<file path="src/i2csr_pkg.sv">
// Package: shared types and constants for the I2C target receiver.
package i2csr_pkg;

    localparam logic [3:0] BITS_PER_BYTE = 4'd8;

    // Register indexes on the configuration port
    localparam logic REG_READ_ADDR  = 1'b0;
    localparam logic REG_WRITE_ADDR = 1'b1;

    typedef enum logic [5:0] {
        PH_IDLE     = 6'b000001,
        PH_RX_ADDR  = 6'b000010,
        PH_ACK_ADDR = 6'b000100,
        PH_RX_BYTE  = 6'b001000,
        PH_ACK_BYTE = 6'b010000,
        PH_NACK     = 6'b100000
    } phase_t;

    typedef struct packed {
        logic [7:0] read_address_byte;
        logic [7:0] write_address_byte;
    } cfg_t;

    typedef struct packed {
        logic       pull_data_low;
        logic       write_strobe;
        logic [7:0] byte_out;
        logic [7:0] byte_number;
        logic       read_requested;
    } result_t;

endpackage

</file>
<file path="src/i2csr_regs.sv">
// Configuration registers: read and write address bytes behind an APB-style port.
module i2csr_regs
    import i2csr_pkg::*;
(
    input  logic        aclk,
    input  logic        aresetn,
    input  logic        psel,
    input  logic        penable,
    input  logic        pwrite,
    input  logic [2:0]  paddr,
    input  logic [31:0] pwdata,
    output logic [31:0] prdata,
    output logic        pready,
    output cfg_t        cfg
);

    logic [7:0] read_addr_reg;
    logic [7:0] write_addr_reg;
    logic       wr_en;

    assign pready = 1'b1;
    assign wr_en  = psel && penable && pwrite;

    always_ff @(posedge aclk) begin
        if (!aresetn) begin
            read_addr_reg  <= 8'd0;
            write_addr_reg <= 8'd0;
        end else if (wr_en) begin
            case (paddr[2])
                REG_READ_ADDR:  read_addr_reg  <= pwdata[7:0];
                REG_WRITE_ADDR: write_addr_reg <= pwdata[7:0];
                default: ;
            endcase
        end
    end

    always_comb begin
        case (paddr[2])
            REG_READ_ADDR:  prdata = {24'd0, read_addr_reg};
            REG_WRITE_ADDR: prdata = {24'd0, write_addr_reg};
            default:        prdata = 32'd0;
        endcase
    end

    assign cfg.read_address_byte  = read_addr_reg;
    assign cfg.write_address_byte = write_addr_reg;

endmodule

</file>
<file path="src/i2csr_core.sv">
// Receiver state machine: one line sample per step, result is the state after the step.
module i2csr_core
    import i2csr_pkg::*;
(
    input  logic    aclk,
    input  logic    aresetn,
    input  logic    step,
    input  logic    scl,
    input  logic    sda,
    input  cfg_t    cfg,
    output result_t result
);

    phase_t     phase_reg,    phase_next;
    logic [7:0] shift_reg,    shift_next;
    logic [3:0] bits_reg,     bits_next;
    logic       cwl_reg,      cwl_next;
    logic [7:0] count_reg,    count_next;
    logic       dir_read_reg, dir_read_next;
    logic [7:0] held_reg,     held_next;
    logic       drive_reg,    drive_next;
    logic       strobe_reg,   strobe_next;

    always_comb begin
        phase_next    = phase_reg;
        shift_next    = shift_reg;
        bits_next     = bits_reg;
        cwl_next      = cwl_reg;
        count_next    = count_reg;
        dir_read_next = dir_read_reg;
        held_next     = held_reg;
        drive_next    = drive_reg;
        strobe_next   = strobe_reg;
        case (phase_reg)
            PH_IDLE: begin
                strobe_next = 1'b0;
                if (scl && !sda) begin
                    phase_next = PH_RX_ADDR;
                    cwl_next   = 1'b0;
                    bits_next  = 4'd0;
                end
            end
            PH_RX_ADDR: begin
                if (bits_reg < BITS_PER_BYTE) begin
                    if (!scl) begin
                        drive_next = 1'b0;
                        cwl_next   = 1'b1;
                    end else if (cwl_reg) begin
                        cwl_next   = 1'b0;
                        bits_next  = bits_reg + 4'd1;
                        shift_next = {shift_reg[6:0], sda};
                    end
                end else begin
                    if (shift_reg == cfg.read_address_byte) begin
                        dir_read_next = 1'b1;
                        phase_next    = PH_ACK_ADDR;
                    end else if (shift_reg == cfg.write_address_byte) begin
                        dir_read_next = 1'b0;
                        phase_next    = PH_ACK_ADDR;
                    end else begin
                        phase_next    = PH_NACK;
                    end
                    cwl_next  = 1'b0;
                    bits_next = 4'd0;
                end
            end
            PH_ACK_ADDR: begin
                held_next = shift_reg;
                if (!cwl_reg) begin
                    if (!scl) begin
                        drive_next = 1'b1;
                    end
                    cwl_next = 1'b1;
                end else begin
                    cwl_next   = 1'b0;
                    phase_next = PH_RX_BYTE;
                end
            end
            PH_RX_BYTE: begin
                strobe_next = 1'b0;
                if (bits_reg < BITS_PER_BYTE) begin
                    if (!scl) begin
                        drive_next = 1'b0;
                        cwl_next   = 1'b1;
                    end else if (cwl_reg) begin
                        cwl_next   = 1'b0;
                        bits_next  = bits_reg + 4'd1;
                        shift_next = {shift_reg[6:0], sda};
                    end else if (!shift_reg[0] && sda) begin
                        // stop
                        bits_next  = 4'd0;
                        count_next = 8'd0;
                        drive_next = 1'b0;
                        phase_next = PH_IDLE;
                    end
                end else begin
                    if (!scl) begin
                        drive_next = 1'b1;
                    end
                    bits_next  = 4'd0;
                    count_next = count_reg + 8'd1;
                    phase_next = PH_ACK_BYTE;
                end
            end
            PH_ACK_BYTE: begin
                held_next   = shift_reg;
                strobe_next = 1'b1;
                if (scl) begin
                    cwl_next   = 1'b0;
                    phase_next = PH_RX_BYTE;
                end
            end
            PH_NACK: begin
                drive_next = 1'b0;
                if (scl && !cwl_reg && !shift_reg[0] && sda) begin
                    bits_next  = 4'd0;
                    count_next = 8'd0;
                    phase_next = PH_IDLE;
                end else begin
                    cwl_next   = !scl;
                    shift_next = {shift_reg[7:1], sda};
                end
            end
            default: begin
                phase_next = PH_IDLE;
            end
        endcase
    end

    always_ff @(posedge aclk) begin
        if (!aresetn) begin
            phase_reg    <= PH_IDLE;
            shift_reg    <= 8'd0;
            bits_reg     <= 4'd0;
            cwl_reg      <= 1'b0;
            count_reg    <= 8'd0;
            dir_read_reg <= 1'b0;
            held_reg     <= 8'd0;
            drive_reg    <= 1'b0;
            strobe_reg   <= 1'b0;
        end else if (step) begin
            phase_reg    <= phase_next;
            shift_reg    <= shift_next;
            bits_reg     <= bits_next;
            cwl_reg      <= cwl_next;
            count_reg    <= count_next;
            dir_read_reg <= dir_read_next;
            held_reg     <= held_next;
            drive_reg    <= drive_next;
            strobe_reg   <= strobe_next;
        end
    end

    assign result.pull_data_low  = drive_next;
    assign result.write_strobe   = strobe_next;
    assign result.byte_out       = held_next;
    assign result.byte_number    = count_next;
    assign result.read_requested = dir_read_next;

    a_strobe_phase: assert property (@(posedge aclk) disable iff (!aresetn)
        strobe_reg |-> (phase_reg == PH_ACK_BYTE || phase_reg == PH_RX_BYTE))
        else $error("write strobe outside byte phases");

    a_bits_range: assert property (@(posedge aclk) disable iff (!aresetn)
        bits_reg <= BITS_PER_BYTE)
        else $error("bit count beyond a byte");

    a_nack_released: assert property (@(posedge aclk) disable iff (!aresetn)
        (step && phase_reg == PH_NACK) |=> !drive_reg)
        else $error("SDA driven after address mismatch");

    a_idle_hold: assert property (@(posedge aclk) disable iff (!aresetn)
        (step && phase_reg == PH_IDLE && !(scl && !sda)) |=> phase_reg == PH_IDLE)
        else $error("left idle without start");

    a_stall_hold: assert property (@(posedge aclk) disable iff (!aresetn)
        !step |=> $stable(phase_reg) && $stable(count_reg))
        else $error("state moved without a sample");

endmodule

</file>
<file path="src/i2c_slave_receiver.sv">
// Top level: I2C target receiver with sample input register and result register.
// Takes one SCL/SDA sample per clock and returns one result per sample: SDA drive,
// write strobe, last byte, byte index and direction, as they stand after that sample.
// A sample is accepted in every cycle while results are taken; an accepted sample sits in
// the input register until the result register is free, and the state machine's next state
// is then captured into the result register.
module i2c_slave_receiver
    import i2csr_pkg::*;
(
    input  logic        aclk,
    input  logic        aresetn,
    input  logic        s_valid,
    output logic        s_ready,
    input  logic        s_clock_line_high,
    input  logic        s_data_line_high,
    output logic        m_valid,
    input  logic        m_ready,
    output logic        m_pull_data_low,
    output logic        m_write_strobe,
    output logic [7:0]  m_byte_out,
    output logic [7:0]  m_byte_number,
    output logic        m_read_requested,
    input  logic        psel,
    input  logic        penable,
    input  logic        pwrite,
    input  logic [2:0]  paddr,
    input  logic [31:0] pwdata,
    output logic [31:0] prdata,
    output logic        pready
);

    logic    in_valid_reg;
    logic    scl_reg;
    logic    sda_reg;
    logic    out_valid_reg;
    result_t out_reg;
    result_t core_result;
    cfg_t    cfg;
    logic    step;

    assign step    = in_valid_reg && (!out_valid_reg || m_ready);
    assign s_ready = !in_valid_reg || step;

    i2csr_regs u_regs (
        .aclk    (aclk),
        .aresetn (aresetn),
        .psel    (psel),
        .penable (penable),
        .pwrite  (pwrite),
        .paddr   (paddr),
        .pwdata  (pwdata),
        .prdata  (prdata),
        .pready  (pready),
        .cfg     (cfg)
    );

    i2csr_core u_core (
        .aclk    (aclk),
        .aresetn (aresetn),
        .step    (step),
        .scl     (scl_reg),
        .sda     (sda_reg),
        .cfg     (cfg),
        .result  (core_result)
    );

    always_ff @(posedge aclk) begin
        if (!aresetn) begin
            in_valid_reg  <= 1'b0;
            out_valid_reg <= 1'b0;
        end else begin
            if (s_valid && s_ready) begin
                in_valid_reg <= 1'b1;
            end else if (step) begin
                in_valid_reg <= 1'b0;
            end
            if (step) begin
                out_valid_reg <= 1'b1;
            end else if (m_ready) begin
                out_valid_reg <= 1'b0;
            end
        end
    end

    always_ff @(posedge aclk) begin
        if (s_valid && s_ready) begin
            scl_reg <= s_clock_line_high;
            sda_reg <= s_data_line_high;
        end
        if (step) begin
            out_reg <= core_result;
        end
    end

    assign m_valid          = out_valid_reg;
    assign m_pull_data_low  = out_reg.pull_data_low;
    assign m_write_strobe   = out_reg.write_strobe;
    assign m_byte_out       = out_reg.byte_out;
    assign m_byte_number    = out_reg.byte_number;
    assign m_read_requested = out_reg.read_requested;

endmodule
</file>
<file path="config.mk">
export PLATFORM = sky130hd
export DESIGN_NAME = i2c_slave_receiver
export DESIGN_NICKNAME = d
export VERILOG_FILES = /design/src/i2csr_pkg.sv /design/src/i2csr_regs.sv /design/src/i2csr_core.sv /design/src/i2c_slave_receiver.sv
export SDC_FILE = /design/constraint.sdc
export NUM_CORES = 1
export LEC_CHECK = 0
export BUFFER_PORTS_ARGS = -buffer_cell sky130_fd_sc_hd__buf_2
export CORE_MARGIN = 2
export CORE_UTILIZATION = 54
export DETAILED_ROUTE_END_ITERATION = 8
export HOLD_SLACK_MARGIN = 0.05
export PLACE_DENSITY = 0.81
export SYNTH_ARGS = -nofsm -noshare
export SYNTH_HDL_FRONTEND = slang
export SYNTH_SLANG_ARGS = --single-unit
</file>
<file path="constraint.sdc">
create_clock -name aclk -period 2.5 [get_ports aclk]
set_input_delay 0.125 -clock aclk [delete_from_list [all_inputs] [get_ports aclk]]
set_output_delay 0.125 -clock aclk [all_outputs]
set_load 0.05 [all_outputs]
</file>
==> results of run 1 <==
worst max path at each step:
stage          slack, ns                                to  depth (start not counted)                              from
2_1_floorplan       0.22        m_byte_number[0]$_DFFE_PN_                          5              m_valid$_SDFFE_PN0P_
3_3_place_gp        0.21  u_core.phase_reg[2]$_SDFFE_PN0P_                          5  u_core.phase_reg[0]$_SDFFE_PN1P_
3_5_place_dp        0.25        m_byte_number[7]$_DFFE_PN_                          5  u_core.phase_reg[0]$_SDFFE_PN1P_
4_1_cts             0.23        m_byte_number[7]$_DFFE_PN_                          5  u_core.phase_reg[0]$_SDFFE_PN1P_
5_1_grt             0.12        m_byte_number[7]$_DFFE_PN_                          5  u_core.phase_reg[0]$_SDFFE_PN1P_
6_report            0.22        m_byte_number[7]$_DFFE_PN_                          5  u_core.phase_reg[0]$_SDFFE_PN1P_
cell families (layout without fill, tap and decap cells):
family / count (synthesis) / count (layout)
flops: 77 / 77
mux: 25 / 25
buf+inv: 58 / 102
compound gates: 99 / 99
fa+ha+maj: 3 / 3
simple gates: 161 / 161
xor+xnor: 18 / 18
other cells: 2 / 25
stage by stage:
stage / instance area [sq um] / util
detailed placement: 4360 / 0.598
finish: 4660 / 0.640
global placement: 4360 / 0.598
global route: 4660 / 0.640
floorplan: 4150 / -
CTS: 4660 / 0.639
layer usage:
metal  vias up  track usage  part of all wire
li1       1679            -                 -
met1      1609        0.299              0.46
met2       135        0.363              0.46
met3        15       0.0434             0.062
met4         0       0.0859             0.019
met5         -            0                 0
final cells by class:
cell class              instances  area share
clock buffers                  11      0.0327
clock inverters                 5     0.00751
inverters                      10     0.00805
multi-input cells             331       0.446
flip-flops and latches         77       0.376
well taps                      99      0.0266
repair buffers                 76       0.104
Yosys cell counts (5+ instances only):
cell type / n
dfxtp_1: 56
nand2_1: 53
nor2_1: 35
a21oi_1: 31
buf_4: 26
edfxtp_1: 21
xor2_1: 18
clkbuf_1: 16
nor3_1: 15
mux2_2: 12
o21ai_0: 10
mux2i_1: 9
inv_1: 8
nor4_1: 8
nand3_1: 7
and3_1: 6
nand2b_1: 6
nand4_1: 6
a31oi_1: 5
o21a_1: 5
o21ai_1: 5
or3_1: 5
what timing repair did:
item	in CTS	in global routing
endpoints found under the setup margin	0	2
hold buffers	11	0
gates resized for setup	0	1
endpoints found under the hold margin	19	0
report_power, final:
group / switching [uW] / internal [uW] / total [uW]
Combinational: 281 / 105 / 387
Clock: 470 / 421 / 891
Sequential: 30.7 / 1320 / 1350
Total: 782 / 1850 / 2630
placed cells by master (no fill, tap or decap), drive strengths merged, types with 11 or more instances in the layout:
master	netlist	layout
mux2	16	16
dfxtp	56	56
nor3	16	16
clkbuf	16	11
a21oi	31	31
o21ai	15	15
conb	2	25
buf	32	65
dlygate4sd3	0	11
xor2	18	18
edfxtp	21	21
nand2	53	53
nor2	35	35
critical path, delay by kind of cell (launching register included):
family | cells | cell delay, ns
compound gates | 2 | 0.56
simple gates | 3 | 1.04
flops | 1 | 0.43
==> results.py, run 1 <==
metrics = {
    "timing": {
        "tightest_slew_ns": 0.540,
        "fin_crit_ns": 2.28,
        "min_period_over_period": 0.913,
        "setup_slack_ns": 0.217,
        "finalHoldViolCount": 0,
        "final-setup-viol-count": 0,
        "whs_ns": 0.0802,
        "slew_headroom": 0.639,
        "finalSetupTns_ns": 0,
        "skew_ns": 0.00857,
        "rsz0062_at_grt": "no",
        "final_max_slew_viol_count": 0,
        "fmax_mhz": 438,
    },
    "power_and_ir_drop": {
        "p_per_area_nw_per_um2": 564,
        "power.total_uw": 2630,
        "p_leak_uw": 0.00200,
        "peakVddDrop_mv": 0.332,
    },
    "clock_network": {
        "htreeDepth": 3,
        "cts_buffers": 9,
        "clk_pin_slew_worst_paths_ns": 0.08,
        "root_buffer": "clkbuf_8",
        "clockBufferDepth": 2,
        "insertion_delay_ns": 0.35,
        "cts_sinks": 77,
        "post_cts_buffers": 0,
        "cts_tree": "built",
    },
    "critical_path": {
        "cp_slowest_stage_delay_ns": 0.61,
        "path_cells": "or4_4 -> or2_1 -> a22oi_4 -> nand2_1 -> a21o_1",
        "worstPathMaxFanout": 11,
        "cp_slowest_cell": "or4_4",
        "r2r_cells": 5,
        "arrival_ns": 2.40,
        "r2r_slack_ns": 0.22,
        "timing.rr.start": "u_core.phase_reg[0]$_SDFFE_PN1P_",
        "worstSetupPathType": "register to register",
        "crit_path_end_kind": "register",
        "r2r_end": "m_byte_number[7]$_DFFE_PN_",
        "cp-start-kind": "register",
        "crit_required_ns": 2.61,
    },
    "routing": {
        "post_drt_via_cell_ratio": 5.65,
        "routedWlPerCell_microns": 15.1,
        "drt_iter0_drc": 192,
        "drc": 0,
        "drtPass1Iterations": 4,
        "postRouteAntennaNets": 0,
        "drt-total-wl_microns": 9170,
        "num_vias": 3438,
    },
    "floorplanning": {
        "std_cell_rows": 31,
        "die_area_sq_um": 8240,
        "die_y_microns": 90.8,
        "core_area_sq_um": 7290,
        "io_pins": 98,
        "start_util": 0.558,
        "die_w_microns": 90.8,
    },
    "finish": {
        "syn2layout_area_growth_pct": 14.7,
        "n_antenna_cell": 0,
        "nNetsFinal": 552,
        "fin_cells": 609,
        "seq_area_sq_um": 1750,
        "multiInputGateArea_sq_um": 2080,
        "n_fill_cell": 613,
        "drive_gt1_frac": 0.212,
    },
    "placed_design": {
        "hpwl_microns": 6500,
        "dp_cells": 582,
        "gp_congestion": 0.923,
        "port_buffers": 46,
        "place_ws_ns": 0.254,
    },
    "yosys": {
        "synthesis.area_sq_um": 4070,
        "synthXorXnorAreaFrac": 0.0388,
        "synth_cells": 443,
        "synth_edf_count": 21,
        "synth-compound-area-share": 0.173,
        "synth-simple-area-share": 0.199,
        "seq_area_frac_synth": 0.431,
        "synth_top_cell_by_area": "dfxtp_1",
        "yosysWarnings": 0,
        "ys_seq_elements": 77,
        "synthAdderAreaFrac": 0.00923,
        "synth_cell_type_count": 69,
        "synth_mux_area_frac": 0.0664,
        "synth_top_family_by_area": "simple AND/OR/NAND/NOR gates",
        "synthTopCellsByArea": "dfxtp_1, edfxtp_1, nand2_1",
        "syn_area_per_cell_sq_um": 9.18,
        "async_flop_share": 0,
        "synthFlopType": "dfxtp_1",
        "yosysTopAreaCellShare": 0.276,
    },
    "worst_hold_path": {
        "min_from": "m_ready",
        "min_to": "m_valid$_SDFFE_PN0P_",
        "hold_path_class": "input pin to register",
        "hold_path_depth": 4,
    },
    "global_routing": {
        "track_usage": 0.225,
        "grt_overflow": 0,
        "grt_pass1_vias": 3187,
        "grt_max_degree": 30,
        "grt_pass1_wl_microns": 15100,
        "antenna_found_initial": 0,
    },
    "run": {
        "cap_violations": 0,
    },
    "outcome": {
        "status": "finished, final reports clean",
    },
}
Note: power is estimated with default switching activity, not from simulation.
==> inputs of run 2 (changes only) <==
SYNTH_HIERARCHICAL = 1   (was not set)
==> run 2 against run 1 <==
  * Cell area grew 3.1%
  * Global-route usage decreased by 0.087 points
  * Combinational power rose by 8.0%
  * First-iteration DRC count fell by 4.7%
  * Sequential cell count stayed put
  * Synthesized area grew 5.9%
  * Non-clock buffer count decreased by 11
  * Synthesized cell count up 4.5%
  * Worst setup slack improved by 0.082 ns
  * Routed wire length up 1.2%
  * Maximum frequency grew 3.7%
  * Final cell count is 1.1% higher
  * Critical endpoint is now u_core/count_reg[6]$_SDFFE_PN0P_
  * Highest routed layer unchanged
==> results.py, run 2 <==
metrics = {
    "outcome": {
        "status": "finished, final reports clean",
    },
    "critical_path": {
        "worstSetupPathDepth": 5,
        "critical_path_buf_inv_count": 0,
        "timing.rr.start": "u_core/phase_reg[1]$_SDFFE_PN0P_",
        "arrival_ns": 2.45,
        "crit_required_ns": 2.75,
        "r2r_end": "u_core/count_reg[6]$_SDFFE_PN0P_",
        "crit_path_end_kind": "register",
        "worst_path_dominant_cell_family": "simple AND/OR/NAND/NOR gates",
        "r2r_slack_ns": 0.30,
        "cp_slowest_cell": "or4_1",
        "worstPathMaxFanout": 13,
        "r2r_cells": 5,
        "cp-start-kind": "register",
        "cp_slowest_stage_delay_ns": 0.71,
        "worstSetupPathType": "register to register",
        "path_cells": "or4_1 -> nor3_4 -> nor2_1 -> a211o_1 -> o21ba_1",
    },
    "timing": {
        "rsz0062_at_grt": "no",
        "fin_crit_ns": 2.20,
        "finalHoldViolCount": 0,
        "skew_ns": 0.00393,
        "slew_headroom": 0.574,
        "final_max_slew_viol_count": 0,
        "min_period_over_period": 0.880,
        "whs_ns": 0.113,
        "final-setup-viol-count": 0,
        "fmax_mhz": 454,
        "tightest_slew_ns": 0.639,
        "finalSetupTns_ns": 0,
    },
    "yosys": {
        "yosysTopAreaCellShare": 0.260,
        "yosysWarnings": 6,
        "synth_cell_type_count": 74,
        "ys_seq_elements": 77,
        "synth_edf_count": 21,
        "synthTopCellsByArea": "dfxtp_1, edfxtp_1, mux2i_1",
        "synth_top_cell_by_area": "dfxtp_1",
        "synthFlopType": "dfxtp_1",
        "seq_area_frac_synth": 0.407,
        "async_flop_share": 0,
        "synth_cells": 463,
        "syn_area_per_cell_sq_um": 9.30,
        "synth_most_common_cell": "nand2_1",
        "synth_common_cells": "nand2_1, dfxtp_1, nor2_1, buf_4, mux2i_1",
        "synthesis.area_sq_um": 4310,
    },
    "global_routing": {
        "grt_max_degree": 34,
        "antenna_found_initial": 0,
        "grt_pass1_vias": 3405,
        "track_usage": 0.224,
        "grt_pass1_wl_microns": 15500,
        "grt_overflow": 0,
    },
    "routing": {
        "dr.max_layer_used": "met4",
        "routedWlPerCell_microns": 15.1,
        "drc": 0,
        "drt-met1-wl_microns": 4020,
        "num_vias": 3490,
        "routed-wl-met3_microns": 572,
        "met2_length_microns": 4480,
        "postRouteAntennaNets": 0,
        "drt-total-wl_microns": 9280,
        "post_drt_via_cell_ratio": 5.67,
        "drtPass1Iterations": 5,
        "drt_iter0_drc": 183,
    },
    "worst_hold_path": {
        "min_from": "m_ready",
        "min_to": "in_valid_reg$_SDFFE_PN0P_",
        "hold_path_class": "input pin to register",
        "hold_path_depth": 3,
    },
    "power_and_ir_drop": {
        "pwr-share-comb": 0.148,
        "intPower_uw": 2010,
        "power_frac_clock": 0.367,
        "p_per_area_nw_per_um2": 585,
        "peakVddDrop_mv": 0.343,
        "power_switching_uw": 799,
        "p_leak_uw": 0.00210,
        "seqPwrFrac": 0.484,
        "switching_share": 0.284,
        "power.total_uw": 2810,
    },
    "clock_network": {
        "insertion_delay_ns": 0.35,
        "clockBufferDepth": 2,
        "ctsResizeCount": 0,
        "htreeDepth": 3,
        "root_buffer": "clkbuf_8",
        "cts_hold_buffers": 11,
        "cts_tree": "built",
        "cts_buffers": 9,
        "clk_pin_slew_worst_paths_ns": 0.08,
        "post_cts_buffers": 0,
        "cts_sinks": 77,
    },
    "floorplanning": {
        "die_y_microns": 93.3,
        "start_util": 0.557,
        "std_cell_rows": 32,
        "io_pins": 98,
        "die_w_microns": 93.3,
        "die_area_sq_um": 8710,
        "core_area_sq_um": 7730,
    },
    "finish": {
        "final_common_cell": "nand2_1",
        "n_antenna_cell": 0,
        "syn2layout_area_growth_pct": 11.7,
        "drive_gt1_frac": 0.202,
        "final_util": 0.623,
        "nNetsFinal": 556,
        "final_cell_mix": "nand2_1, dfxtp_1, buf_2",
        "final_area_sq_um": 4810,
        "n_fill_cell": 640,
    },
    "placed_design": {
        "port_buffers": 46,
        "gp_congestion": 0.901,
        "place_area_sq_um": 4480,
        "hpwl_microns": 6540,
    },
    "run": {
        "cap_violations": 0,
    },
}
[run 2: cell count changes after synthesis, sizes merged, moves of 4 or more]
cell,before,now
or3,6,2
o21ai,15,23
buf,32,43
nor3,16,20
nand2,53,58
xor2,18,9
mux2i,9,27
a21oi,31,18
nor2b,4,9
xnor2,0,8
nor4,9,5
nand3,7,11
o21a,5,1
clkbuf,16,10
[run 2: worst reg2reg max path, stage by stage (launching register included)]
cell and delay [ns]:
dfxtp_1 0.45, or4_1 0.71, nor3_4 0.28, nor2_1 0.14
a211o_1 0.35, o21ba_1 0.17
[run 2: cell type report]
| type | count | area (sq um) | share of cell area |
|---|---|---|---|
| multi-input cells | 349 | 2280 | 0.475 |
| flip-flops and latches | 77 | 1750 | 0.364 |
| repair buffers | 65 | 400 | 0.0832 |
| well taps | 102 | 128 | 0.0265 |
| clock buffers | 9 | 124 | 0.0257 |
| clock inverters | 7 | 97.6 | 0.0203 |
| inverters | 7 | 26.3 | 0.00546 |
[run 2: power groups by stage]
| stage | combinational, uW | sequential, uW | clock, uW |
|---|---|---|---|
| 2_1_floorplan | 314 | 1430 | 0 |
| 6_report | 418 | 1360 | 1030 |
| 4_1_cts | 415 | 1360 | 1050 |
| 5_1_grt | 451 | 1370 | 1090 |
| 3_3_place_gp | 394 | 1390 | 0 |
| 3_5_place_dp | 401 | 1390 | 0 |
[run 2: logic make-up (layout without fill, tap and decap cells)]
family | after synthesis | in the layout | synth area share
xor+xnor | 17 | 17 | 0.0346
compound gates | 83 | 83 | 0.132
other cells | 2 | 25 | 0.00174
mux | 43 | 43 | 0.105
simple gates | 178 | 178 | 0.226
buf+inv | 60 | 88 | 0.0851
flops | 77 | 77 | 0.407
fa+ha+maj | 3 | 3 | 0.00871
[run 2: layer usage]
layer,vias to the layer above,track usage
met5,-,0
met4,0,0.0944
met1,1634,0.282
li1,1693,-
met3,25,0.0492
met2,138,0.371
[run 2: worst max path at each step]
stage / start / to / slack, ns
2_1_floorplan: m_valid$_SDFFE_PN0P_ / u_core/shift_reg[1]$_SDFFE_PN0P_ / 0.16
3_3_place_gp: u_core/phase_reg[1]$_SDFFE_PN0P_ / u_core/shift_reg[7]$_SDFFE_PN0P_ / 0.39
3_5_place_dp: u_core/phase_reg[1]$_SDFFE_PN0P_ / u_core/count_reg[6]$_SDFFE_PN0P_ / 0.32
4_1_cts: u_core/phase_reg[1]$_SDFFE_PN0P_ / u_core/count_reg[6]$_SDFFE_PN0P_ / 0.31
5_1_grt: u_core/phase_reg[1]$_SDFFE_PN0P_ / u_core/count_reg[6]$_SDFFE_PN0P_ / 0.20
6_report: u_core/phase_reg[1]$_SDFFE_PN0P_ / u_core/count_reg[6]$_SDFFE_PN0P_ / 0.30
[run 2: metrics by stage]
stage / std cells / worst slack [ns]
global route: 616 / 0.198
global placement: 589 / 0.387
CTS: 616 / 0.307
finish: 616 / 0.299
floorplan: 486 / 0.164
detailed placement: 589 / 0.324
==> inputs of run 3 (changes only) <==
PLACE_DENSITY = 0.8   (was 0.81)
==> run 3 against run 2 <==
  * Sequential share of layout area is 0.21 points higher
  * Hold slack worse by 0.041 ns
  * Cell area is 0.57% lower
  * Sequential power hardly changed
  * First-iteration DRC count is 15% higher
  * Maximum frequency is 0.53% lower
  * Clock power hardly changed
  * Global-route usage is 0.16 points higher
  * Largest cell class unchanged
==> results.py, run 3 (synthesized netlist as in run 2, its figures left out) <==
metrics = {
    "global_routing": {
        "grt_max_degree": 43,
        "antenna_found_initial": 0,
        "grt_overflow": 0,
        "grt_pass1_wl_microns": 15400,
        "grt_pass1_vias": 3328,
        "track_usage": 0.226,
    },
    "finish": {
        "n_antenna_cell": 0,
        "seq_area_sq_um": 1750,
        "drive_gt1_frac": 0.199,
        "n_fill_cell": 656,
        "syn2layout_area_growth_pct": 11.0,
        "multiInputGateArea_sq_um": 2280,
        "final_common_cell": "nand2_1",
        "nNetsFinal": 554,
        "final_cell_mix": "nand2_1, dfxtp_1, buf_2",
    },
    "critical_path": {
        "startpoint": "u_core/phase_reg[1]$_SDFFE_PN0P_",
        "arrival_ns": 2.49,
        "cp-start-kind": "register",
        "worstSetupPathType": "register to register",
        "crit_required_ns": 2.78,
        "crit_path_end_kind": "register",
        "timing.rr.start": "u_core/phase_reg[1]$_SDFFE_PN0P_",
        "worstPathMaxFanout": 13,
    },
    "routing": {
        "routed-wl-met3_microns": 640,
        "dr.max_layer_used": "met4",
        "num_vias": 3504,
        "met2_length_microns": 4690,
        "drt-met1-wl_microns": 3940,
        "post_drt_via_cell_ratio": 5.71,
        "postRouteAntennaNets": 0,
        "drc": 0,
        "drt_iter0_drc": 211,
        "routedWlPerCell_microns": 15.3,
        "drtPass1Iterations": 5,
        "drt-total-wl_microns": 9410,
    },
    "placed_design": {
        "place_ws_ns": 0.316,
        "gp_congestion": 0.933,
        "port_buffers": 46,
        "hpwl_microns": 6640,
    },
    "worst_hold_path": {
        "hold_path_class": "input pin to register",
        "min_from": "pwdata[7]",
    },
    "floorplanning": {
        "start_util": 0.557,
        "die_y_microns": 93.3,
        "io_pins": 98,
        "std_cell_rows": 32,
        "die_w_microns": 93.3,
        "die_area_sq_um": 8710,
        "core_area_sq_um": 7730,
    },
    "power_and_ir_drop": {
        "peakVddDrop_mv": 0.641,
        "p_leak_uw": 0.00209,
        "p_per_area_nw_per_um2": 585,
        "pwr-share-comb": 0.151,
        "power_switching_uw": 794,
        "intPower_uw": 2000,
        "power_frac_clock": 0.363,
        "switching_share": 0.284,
        "seqPwrFrac": 0.486,
    },
    "clock_network": {
        "cts_hold_buffers": 9,
        "cts_sinks": 77,
        "post_cts_buffers": 0,
        "cts_buffers": 9,
        "ctsResizeCount": 0,
        "clk_pin_slew_worst_paths_ns": 0.08,
        "insertion_delay_ns": 0.36,
        "htreeDepth": 3,
        "clockBufferDepth": 2,
        "cts_tree": "built",
        "root_buffer": "clkbuf_8",
    },
    "timing": {
        "rsz0062_at_grt": "no",
        "finalHoldViolCount": 0,
        "finalSetupTns_ns": 0,
        "final-setup-viol-count": 0,
        "tightest_slew_ns": 0.623,
        "slew_headroom": 0.584,
        "fmax_mhz": 452,
        "final_max_slew_viol_count": 0,
        "setup_slack_ns": 0.287,
        "skew_ns": 0.0132,
        "fin_crit_ns": 2.21,
        "min_period_over_period": 0.885,
    },
    "outcome": {
        "status": "finished, final reports clean",
    },
    "run": {
        "cap_violations": 0,
    },
}
[run 3: worst paths after layout]
kind                                                               to  cells past startpoint  slack, ns
worst min-delay path            u_regs/write_addr_reg[7]$_SDFFE_PN0P_                      3       0.07
worst max register to register       u_core/shift_reg[2]$_SDFFE_PN0P_                      5       0.29
worst max-delay path                 u_core/shift_reg[2]$_SDFFE_PN0P_                      5       0.29
worst min register to register        u_core/bits_reg[1]$_SDFFE_PN0P_                      2       0.48
[run 3: routing by layer]
metal,vias up,global-route usage
li1,1690,-
met1,1650,0.278
met2,153,0.385
met3,11,0.0500
met4,0,0.0858
met5,-,0
[run 3: cell type report]
class | instances | area share
clock buffer | 9 | 0.0259
clock inverter | 7 | 0.0188
inverter | 7 | 0.00549
multi-input combinational | 349 | 0.477
sequential | 77 | 0.366
tap | 102 | 0.0267
timing repair buffer | 63 | 0.0795
[run 3: power by group through the flow]
stage               sequential (uW)  combinational [uW]  clock [uW]
floorplan                      1430                 314           0
detailed placement             1390                 406           0
CTS                            1360                 419        1030
global route                   1370                 450        1080
finish                         1360                 421        1020
global placement               1380                 396           0
[run 3: critical path, cell delays in order (launching register included)]
cell,delay [ns]
dfxtp_1,0.44
or4_1,0.73
o31a_1,0.39
and4_4,0.22
nand2_4,0.13
mux2i_1,0.22
[run 3: through the flow]
step | util | hold slack (ns) | area [sq um] | total power [uW] | cells
6_report | 0.619 | 0.0713 | 4780 | 2800 | 614
5_1_grt | 0.619 | 0.0702 | 4780 | 2890 | 614
4_1_cts | 0.619 | 0.0535 | 4780 | 2810 | 614
3_5_place_dp | 0.580 | 0.306 | 4480 | 1790 | 589
3_3_place_gp | 0.580 | 0.314 | 4480 | 1780 | 589
2_1_floorplan | - | 0.224 | 4400 | 1750 | 486
